## config.mk

```make
export PLATFORM = sky130hd
export DESIGN_NAME = multi_encoding_char_decoder_flat
export DESIGN_NICKNAME = d
export VERILOG_FILES = /design/src/hw/rtl/mecd_pkg.sv /design/src/hw/rtl/mecd_if.sv /design/src/hw/rtl/mecd_core.sv /design/src/hw/rtl/multi_encoding_char_decoder.sv /design/src/flat_wrapper.sv
export VERILOG_INCLUDE_DIRS = /design/src /design/src/hw/rtl
export SDC_FILE = /design/constraint.sdc
export NUM_CORES = 1
export LEC_CHECK = 0
export BUFFER_PORTS_ARGS = -buffer_cell sky130_fd_sc_hd__buf_2
export CAP_MARGIN = 20
export CORE_ASPECT_RATIO = 0.8
export CORE_MARGIN = 2
export CORE_UTILIZATION = 60
export CTS_CLUSTER_DIAMETER = 60
export DETAILED_ROUTE_END_ITERATION = 8
export PLACE_DENSITY = 0.94
export SLEW_MARGIN = 30
export SYNTH_ARGS = -nofsm -noshare
export SYNTH_HDL_FRONTEND = slang
export SYNTH_SLANG_ARGS = --single-unit
```

## constraint.sdc

```tcl
create_clock -name clk -period 4.45 [get_ports clk]
set_input_delay 0 -clock clk [delete_from_list [all_inputs] [get_ports clk]]
set_output_delay 0 -clock clk [all_outputs]
set_load 0.02 [all_outputs]
```

## src/hw/rtl/multi_encoding_char_decoder_macros.svh

```systemverilog
// Assertion macros shared by the character decoder modules.
`ifndef MULTI_ENCODING_CHAR_DECODER_MACROS_SVH
`define MULTI_ENCODING_CHAR_DECODER_MACROS_SVH

// Same-cycle implication, checked outside reset.
`define MECD_ASSERT_NOW(label, ante, cons, msg) \
  label: assert property (@(posedge clk) disable iff (!rst_n) (ante) |-> (cons)) \
    else $error(msg);

// Next-cycle implication, checked outside reset.
`define MECD_ASSERT_NEXT(label, ante, cons, msg) \
  label: assert property (@(posedge clk) disable iff (!rst_n) (ante) |=> (cons)) \
    else $error(msg);

`endif

```

## src/hw/rtl/mecd_pkg.sv

```systemverilog
// Types and constants for the multi-encoding character decoder.
package mecd_pkg;

  // Decode mode register codes
  typedef enum logic [1:0] {
    MODE_UTF8    = 2'd0,
    MODE_UTF16BE = 2'd1,
    MODE_CP1252  = 2'd2,
    MODE_SJIS    = 2'd3
  } mode_t;

  localparam int unsigned CODE_W  = 16;
  localparam int unsigned COUNT_W = 2;

  // Byte counts of a character
  localparam logic [COUNT_W-1:0] CNT_ONE   = 2'd1;
  localparam logic [COUNT_W-1:0] CNT_TWO   = 2'd2;
  localparam logic [COUNT_W-1:0] CNT_THREE = 2'd3;

  // One decoded result from the core
  typedef struct packed {
    logic               emit;
    logic [CODE_W-1:0]  code;
    logic [COUNT_W-1:0] bytes;
  } dec_result_t;

endpackage

```

## src/hw/rtl/mecd_if.sv

```systemverilog
// Valid/ready channel interfaces for the character decoder.
interface mecd_byte_if;
  logic       valid;
  logic       ready;
  logic [7:0] in_byte;
  modport source (output valid, output in_byte, input ready);
  modport sink   (input valid, input in_byte, output ready);
endinterface

interface mecd_char_if;
  logic        valid;
  logic        ready;
  logic [15:0] char_code;
  logic [1:0]  char_bytes;
  modport source (output valid, output char_code, output char_bytes, input ready);
  modport sink   (input valid, input char_code, input char_bytes, output ready);
endinterface

interface mecd_cfg_if;
  logic       valid;
  logic       ready;
  logic [1:0] decode_mode;
  modport source (output valid, output decode_mode, input ready);
  modport sink   (input valid, input decode_mode, output ready);
endinterface

```

## src/hw/rtl/mecd_core.sv

```systemverilog
// Decode core: mode register, partial-character state and per-byte decode.
`include "multi_encoding_char_decoder_macros.svh"

module mecd_core (
  input  logic                      clk,
  input  logic                      rst_n,
  input  logic                      in_fire,
  input  logic [7:0]                in_byte,
  input  logic                      cfg_fire,
  input  logic [1:0]                cfg_mode,
  output mecd_pkg::dec_result_t     result
);

  mecd_pkg::mode_t                     mode_r;
  logic [mecd_pkg::CODE_W-1:0]         pend_r, pend_nxt;
  logic [mecd_pkg::COUNT_W-1:0]        held_r, held_nxt;
  logic [mecd_pkg::COUNT_W-1:0]        needed_r, needed_nxt;
  logic [mecd_pkg::CODE_W-1:0]         joined;
  logic [mecd_pkg::COUNT_W-1:0]        held_inc;
  logic                                sjis_lead;

  // Join the next byte onto the partial code by the current mode
  assign joined   = (mode_r == mecd_pkg::MODE_UTF8) ? {pend_r[9:0], in_byte[5:0]}
                                                    : {pend_r[7:0], in_byte};
  assign held_inc = held_r + 2'd1;
  assign sjis_lead = (in_byte >= 8'h81 && in_byte < 8'hA0) || (in_byte >= 8'hE0);

  // Decode one byte
  always_comb begin
    result     = '0;
    pend_nxt   = pend_r;
    held_nxt   = held_r;
    needed_nxt = needed_r;
    if (held_r == '0) begin
      unique case (mode_r)
        mecd_pkg::MODE_UTF8: begin
          if (!in_byte[7]) begin
            result = '{emit: 1'b1, code: {8'h00, in_byte}, bytes: mecd_pkg::CNT_ONE};
          end else begin
            pend_nxt   = {11'd0, in_byte[4:0]};
            held_nxt   = mecd_pkg::CNT_ONE;
            needed_nxt = (in_byte[7:5] == 3'b110) ? mecd_pkg::CNT_TWO
                                                  : mecd_pkg::CNT_THREE;
          end
        end
        mecd_pkg::MODE_UTF16BE: begin
          pend_nxt   = {8'h00, in_byte};
          held_nxt   = mecd_pkg::CNT_ONE;
          needed_nxt = mecd_pkg::CNT_TWO;
        end
        mecd_pkg::MODE_CP1252: begin
          result = '{emit: 1'b1, code: {8'h00, in_byte}, bytes: mecd_pkg::CNT_ONE};
        end
        mecd_pkg::MODE_SJIS: begin
          if (sjis_lead) begin
            pend_nxt   = {8'h00, in_byte};
            held_nxt   = mecd_pkg::CNT_ONE;
            needed_nxt = mecd_pkg::CNT_TWO;
          end else begin
            result = '{emit: 1'b1, code: {8'h00, in_byte}, bytes: mecd_pkg::CNT_ONE};
          end
        end
        default: begin
          result = '0;
        end
      endcase
    end else if (held_inc >= needed_r) begin
      result     = '{emit: 1'b1, code: joined, bytes: needed_r};
      pend_nxt   = '0;
      held_nxt   = '0;
      needed_nxt = '0;
    end else begin
      pend_nxt = joined;
      held_nxt = held_inc;
    end
    result.emit = result.emit & in_fire;
  end

  // Advance state on each byte transfer, load mode on each config transfer
  always_ff @(posedge clk) begin
    if (!rst_n) begin
      mode_r   <= mecd_pkg::MODE_UTF8;
      pend_r   <= '0;
      held_r   <= '0;
      needed_r <= '0;
    end else begin
      if (cfg_fire) begin
        mode_r <= mecd_pkg::mode_t'(cfg_mode);
      end
      if (in_fire) begin
        pend_r   <= pend_nxt;
        held_r   <= held_nxt;
        needed_r <= needed_nxt;
      end
    end
  end

  `MECD_ASSERT_NOW(a_held_le_needed, 1'b1, held_r <= needed_r, "held count exceeds needed count")
  `MECD_ASSERT_NOW(a_idle_clear, held_r == '0, needed_r == '0 && pend_r == '0, "idle state not clear")
  `MECD_ASSERT_NOW(a_needed_legal, 1'b1, needed_r == '0 || needed_r == mecd_pkg::CNT_TWO || needed_r == mecd_pkg::CNT_THREE, "illegal needed count")

endmodule

```

## src/hw/rtl/multi_encoding_char_decoder.sv

```systemverilog
// Multi-encoding character decoder top level: decode core and output skid stage.
//
// Usage:
//   in_ch  : one text byte per transfer (valid/ready, payload in_byte).
//   out_ch : one decoded character per transfer (char_code, char_bytes).
//   cfg_ch : write of decode_mode (0 UTF-8, 1 UTF-16BE, 2 CP1252, 3 Shift-JIS);
//            always ready, write only while the block is idle.
// Throughput: one byte per cycle while in_ch.ready is high, set by the
// combinational decode between partial-character and output registers.
// Output: the result for the byte that completes a character is registered
// in the output register, or in the skid register while out_ch is stalled;
// bytes that do not complete a character give no result.
// Stall: the output register is backed by one skid register, so one
// extra result is absorbed while out_ch is stalled; in_ch.ready then drops
// until the skid register drains.
// Reset (rst_n low, synchronous): mode returns to UTF-8, partial-character
// state and the valid flags of both output registers are cleared. Partial
// state is otherwise never dropped, including across mode changes.
`include "multi_encoding_char_decoder_macros.svh"

module multi_encoding_char_decoder (
  input  logic         clk,
  input  logic         rst_n,
  mecd_byte_if.sink    in_ch,
  mecd_char_if.source  out_ch,
  mecd_cfg_if.sink     cfg_ch
);

  mecd_pkg::dec_result_t  dec;
  logic                   in_fire;
  logic                   out_fire;
  logic                   out_valid_r, out_valid_nxt;
  logic                   skid_valid_r, skid_valid_nxt;
  logic [15:0]            out_code_r, skid_code_r;
  logic [1:0]             out_bytes_r, skid_bytes_r;

  // Accept bytes while the skid register is free
  assign in_ch.ready  = !skid_valid_r;
  assign cfg_ch.ready = 1'b1;
  assign in_fire      = in_ch.valid && in_ch.ready;
  assign out_fire     = out_valid_r && out_ch.ready;

  mecd_core u_core (
    .clk      (clk),
    .rst_n    (rst_n),
    .in_fire  (in_fire),
    .in_byte  (in_ch.in_byte),
    .cfg_fire (cfg_ch.valid),
    .cfg_mode (cfg_ch.decode_mode),
    .result   (dec)
  );

  // Output/skid control
  always_comb begin
    out_valid_nxt  = out_valid_r;
    skid_valid_nxt = skid_valid_r;
    if (skid_valid_r) begin
      if (out_fire) begin
        skid_valid_nxt = 1'b0;
      end
    end else if (dec.emit) begin
      if (out_valid_r && !out_fire) begin
        skid_valid_nxt = 1'b1;
      end else begin
        out_valid_nxt = 1'b1;
      end
    end else if (out_fire) begin
      out_valid_nxt = 1'b0;
    end
  end

  always_ff @(posedge clk) begin
    if (!rst_n) begin
      out_valid_r  <= 1'b0;
      skid_valid_r <= 1'b0;
    end else begin
      out_valid_r  <= out_valid_nxt;
      skid_valid_r <= skid_valid_nxt;
    end
  end

  // Hold or load payload registers
  always_ff @(posedge clk) begin
    if (skid_valid_r) begin
      if (out_fire) begin
        out_code_r  <= skid_code_r;
        out_bytes_r <= skid_bytes_r;
      end
    end else if (dec.emit) begin
      if (out_valid_r && !out_fire) begin
        skid_code_r  <= dec.code;
        skid_bytes_r <= dec.bytes;
      end else begin
        out_code_r  <= dec.code;
        out_bytes_r <= dec.bytes;
      end
    end
  end

  assign out_ch.valid      = out_valid_r;
  assign out_ch.char_code  = out_code_r;
  assign out_ch.char_bytes = out_bytes_r;

  `MECD_ASSERT_NOW(a_skid_implies_out, skid_valid_r, out_valid_r, "skid full while output empty")
  `MECD_ASSERT_NOW(a_no_emit_when_full, skid_valid_r, !dec.emit, "result produced with skid full")
  `MECD_ASSERT_NEXT(a_stall_to_skid, dec.emit && out_valid_r && !out_ch.ready, skid_valid_r, "stalled result not held in skid")

endmodule
```

## src/flat_wrapper.sv

```systemverilog
// flat-port wrapper written by rule: the top's interface ports become plain ports
module multi_encoding_char_decoder_flat 
  (clk, rst_n, in_ch_valid, in_ch_in_byte, in_ch_ready, out_ch_valid, out_ch_char_code, out_ch_char_bytes, out_ch_ready, cfg_ch_valid, cfg_ch_decode_mode, cfg_ch_ready);
  mecd_byte_if in_ch_i ();
  mecd_char_if out_ch_i ();
  mecd_cfg_if cfg_ch_i ();
  input  logic clk;
  input  logic rst_n;
  input wire logic [$bits(in_ch_i.valid)-1:0] in_ch_valid;
  input wire logic [$bits(in_ch_i.in_byte)-1:0] in_ch_in_byte;
  output wire logic [$bits(in_ch_i.ready)-1:0] in_ch_ready;
  output wire logic [$bits(out_ch_i.valid)-1:0] out_ch_valid;
  output wire logic [$bits(out_ch_i.char_code)-1:0] out_ch_char_code;
  output wire logic [$bits(out_ch_i.char_bytes)-1:0] out_ch_char_bytes;
  input wire logic [$bits(out_ch_i.ready)-1:0] out_ch_ready;
  input wire logic [$bits(cfg_ch_i.valid)-1:0] cfg_ch_valid;
  input wire logic [$bits(cfg_ch_i.decode_mode)-1:0] cfg_ch_decode_mode;
  output wire logic [$bits(cfg_ch_i.ready)-1:0] cfg_ch_ready;
  assign in_ch_i.valid = in_ch_valid;
  assign in_ch_i.in_byte = in_ch_in_byte;
  assign in_ch_ready = in_ch_i.ready;
  assign out_ch_valid = out_ch_i.valid;
  assign out_ch_char_code = out_ch_i.char_code;
  assign out_ch_char_bytes = out_ch_i.char_bytes;
  assign out_ch_i.ready = out_ch_ready;
  assign cfg_ch_i.valid = cfg_ch_valid;
  assign cfg_ch_i.decode_mode = cfg_ch_decode_mode;
  assign cfg_ch_ready = cfg_ch_i.ready;
  multi_encoding_char_decoder u_core (.clk(clk), .rst_n(rst_n), .in_ch(in_ch_i), .out_ch(out_ch_i), .cfg_ch(cfg_ch_i));
endmodule
```

==> flow_summary_export.csv <==
group,metric,value,unit
synthesis,yosys_warnings,0,
floorplanning,dieArea,0.00498,mm²
timing,hold_violations,0,
clock_network,path_clk_slew,0.10,ns
timing,min_period,2.90,ns
cells_and_area,drive_gt1_share,20.1,%
clock_network,hold_buffers,10,
route,routed_wl,5820,µm
timing,finalSetupViolations,0,
worst_setup_path,worstPathArrival,2.85,ns
floorplanning,row_count,21,
clock_network,cts_setup_buffers,0,
worst_setup_path,r2r_cells,7,
worst_setup_path,crit_end,"u_core.out_ch.char_bytes[0]",
clock_network,htreeDepth,2,
power_and_ir_drop,power,1.16,mW
timing,relSlewSlack,40.4,%
synthesis,ys_seq_area_share,54.3,%
clock_network,clock-sinks,54,
status,status,"finished, final reports clean",
clock_network,clockBufferDepth,2,
hold_path,whs_path_depth,3,
clock_network,cts-root-buf,"clkbuf_8",
synthesis,syn-num-nets,262,
synthesis,yosysTopAreaCell,"edfxtp_1",
hold_path,min_path_type,"input port to flip-flop",
synthesis,synth_top_family_by_area,"compound AO/OA/AOI/OAI gates",
cells_and_area,fin_nets,295,
synthesis,synth_xor_area_share,0.330,%
floorplanning,io_pins,36,
power_and_ir_drop,ir_worst_vdd,0.254,mV
clock_network,clock_latency,0.33,ns
worst_setup_path,crit_fanout,18,
synthesis,synth.cell_area,0.00266,mm²
worst_setup_path,worstReg2RegStart,"u_core.u_core.held_r[0]",
power_and_ir_drop,powerDensity,384,mW/mm²
timing,skew,0.0132,ns
global_route,grt_pass1_wl,9650,µm
synthesis,ys_ff_latch,54,
worst_setup_path,crit_path_end_kind,"flip-flop",
power_and_ir_drop,power.leakage,1.16,nW
cells_and_area,syn2layout_area_growth,13.8,%
global_route,grt_max_degree,33,
synthesis,synth-adder-area-share,1.41,%
global_route,grt_pass1_vias,1887,
worst_setup_path,regToRegSetupSlack,1.55,ns
synthesis,synth-edff-count,36,
synthesis,async_flop_share,0,%
floorplanning,dieWidth,78.4,µm
timing,max_clock_freq,0.345,GHz
timing,worst_pin_slew,0.894,ns
clock_network,numCtsBuffers,5,
route,drtIter0Drc,262,
synthesis,yosys.area_share.simple,16.4,%
cells_and_area,diodes,0,
route,routed_via_density,6.09,
synthesis,synth_ff_type,"edfxtp_1",
timing,timing.final.crit_share,65.1,%
worst_setup_path,startpoint_type,"flip-flop",
placed_design,placement.io_buffers,34,
timing,rsz0062_at_grt,"false",
floorplanning,core,0.00423,mm²
timing,drv_slew,0,
clock_network,cts_resized,0,
worst_setup_path,crit_start,"u_core.u_core.held_r[0]",
synthesis,muxShareOfSynthArea,4.57,%
worst_setup_path,crit_required,4.40,ns
route,dr.pass1.iters,5,
synthesis,synthTopCellsByArea,"edfxtp_1 41%, dfxtp_1 14%, mux2i_1 4.1%, and2_1 2.8%, nand2_1 2.8%",
floorplanning,die_h,63.5,µm
placed_design,place_hpwl,3900,µm
cells_and_area,final_common_cell,"edfxtp_1",
job,cap_violations,0,
worst_setup_path,critPathKind,"flip-flop to flip-flop",
route,vias,2039,
synthesis,synth_compound_area_share,18.3,%
route,drt-wirelength-per-cell,17.4,µm
floorplanning,start_util,62.8,%
synthesis,synth_top_cell_area_share,40.7,%
worst_setup_path,timing.rr.end,"u_core.out_ch.char_bytes[0]",
placed_design,place_congestion,0.924,
synthesis,synth_cells,244,
global_route,grt.overflow.total,0,
route,drc,0,
clock_network,tritoncts,"built",
timing,setup-tns-final,0,ns
synthesis,ys_types,58,
cells_and_area,layout_common_cells,"36 x edfxtp_1, 34 x buf_2, 20 x nor2_1, 20 x nand2_1, 17 x dfxtp_1",
hold_path,hold_start,"in_ch_in_byte[3]",
global_route,grt_usage,25.3,%
synthesis,syn_avg_cell_area,10.9,µm²
global_route,antenna_found_initial,0,
route,antenna_left,0,
## flip-flops by register name (all words and copies together) (netlist names)
| signal | cells |
|---|---|
| u_core.out_ch.char_bytes | 2 |
| u_core.out_ch.char_code | 16 |
| u_core.out_ch.valid | 1 |
| u_core.skid_bytes_r | 2 |
| u_core.skid_code_r | 16 |
| u_core.skid_valid_r | 1 |
| u_core.u_core.held_r | 2 |
| u_core.u_core.mode_r | 2 |
| u_core.u_core.needed_r | 2 |
| u_core.u_core.pend_r | 10 |
## worst max-delay path, cell delays in order, from the launching register on
cell and delay [ns]:
dfxtp_1 0.38, inv_1 0.09, ha_1 0.32, ha_1 0.33, o21bai_1 0.12, nor2_1 0.28, or3_4 0.28, a32o_1 0.74
## cells in the mapped netlist (all sizes together) (2+ instances only)
| master | number |
|---|---|
| edfxtp | 36 |
| nor2 | 21 |
| nand2 | 20 |
| dfxtp | 18 |
| o21ai | 13 |
| and2 | 12 |
| a21oi | 11 |
| clkbuf | 11 |
| mux2i | 11 |
| o31ai | 10 |
| inv | 8 |
| buf | 7 |
| a31o | 6 |
| nand4 | 6 |
| nand2b | 5 |
| a41o | 3 |
| ha | 3 |
| a211oi | 2 |
| a221oi | 2 |
| a22oi | 2 |
| and3 | 2 |
| nand3 | 2 |
| nor3b | 2 |
| o211ai | 2 |
| o221a | 2 |
| or3 | 2 |
| or4b | 2 |
## worst min path at each step
stage / end / slack (ns)
2_1_floorplan: u_core.skid_valid_r / 0.12
3_3_place_gp: u_core.u_core.mode_r[0] / 0.24
3_5_place_dp: u_core.u_core.mode_r[0] / 0.25
4_1_cts: u_core.u_core.pend_r[3] / 0.001
5_1_grt: u_core.u_core.pend_r[3] / 0.006
6_report: u_core.u_core.pend_r[3] / 0.005
## logic make-up after synthesis
logic type	after synthesis
AND/OR/NAND/NOR	81
other	1
XOR/XNOR	1
adder cells (fa/ha/maj)	3
buffers and inverters	26
multiplexers	12
AO/OA/AOI/OAI	66
flip-flops	54
## routing by layer
metal	vias to the layer above	GRT usage [%]	routed length, µm
li1	980	-	-
met5	-	0	0
met3	16	5.59	501
met2	99	38.0	2660
met4	0	8.55	142
met1	944	36.5	2510
## where the power goes
| group | switching (mW) | internal, mW |
|---|---|---|
| clock network | 0.175 | 0.172 |
| registers | 0.0199 | 0.573 |
| logic | 0.141 | 0.0803 |
| total | 0.336 | 0.825 |
## final cells by class
type                            instances  area (µm²)
Clock buffer                            5        68.8
Clock inverter                          3        48.8
Fill cell                             304        1210
Inverter                                8        30.0
Multi-Input combinational cell        164        1090
Sequential cell                        54        1440
Tap cell                               57        71.3
Timing Repair Buffer                   44         270
## metrics by stage
step / util [%] / hold slack (ns) / cell area (µm²) / std cells / setup WS, ns
after floorplan: - / 0.117 / 2660 / 244 / 1.84
final: 71.5 / 0.00516 / 3020 / 335 / 1.55
after CTS: 71.5 / 0.00113 / 3020 / 335 / 1.56
after detailed placement: 66.3 / 0.251 / 2810 / 317 / 1.59
after global placement: 66.3 / 0.241 / 2810 / 317 / 1.71
after global routing: 71.5 / 0.00582 / 3020 / 335 / 1.40
No activity file was read; power rests on OpenSTA's default activity.
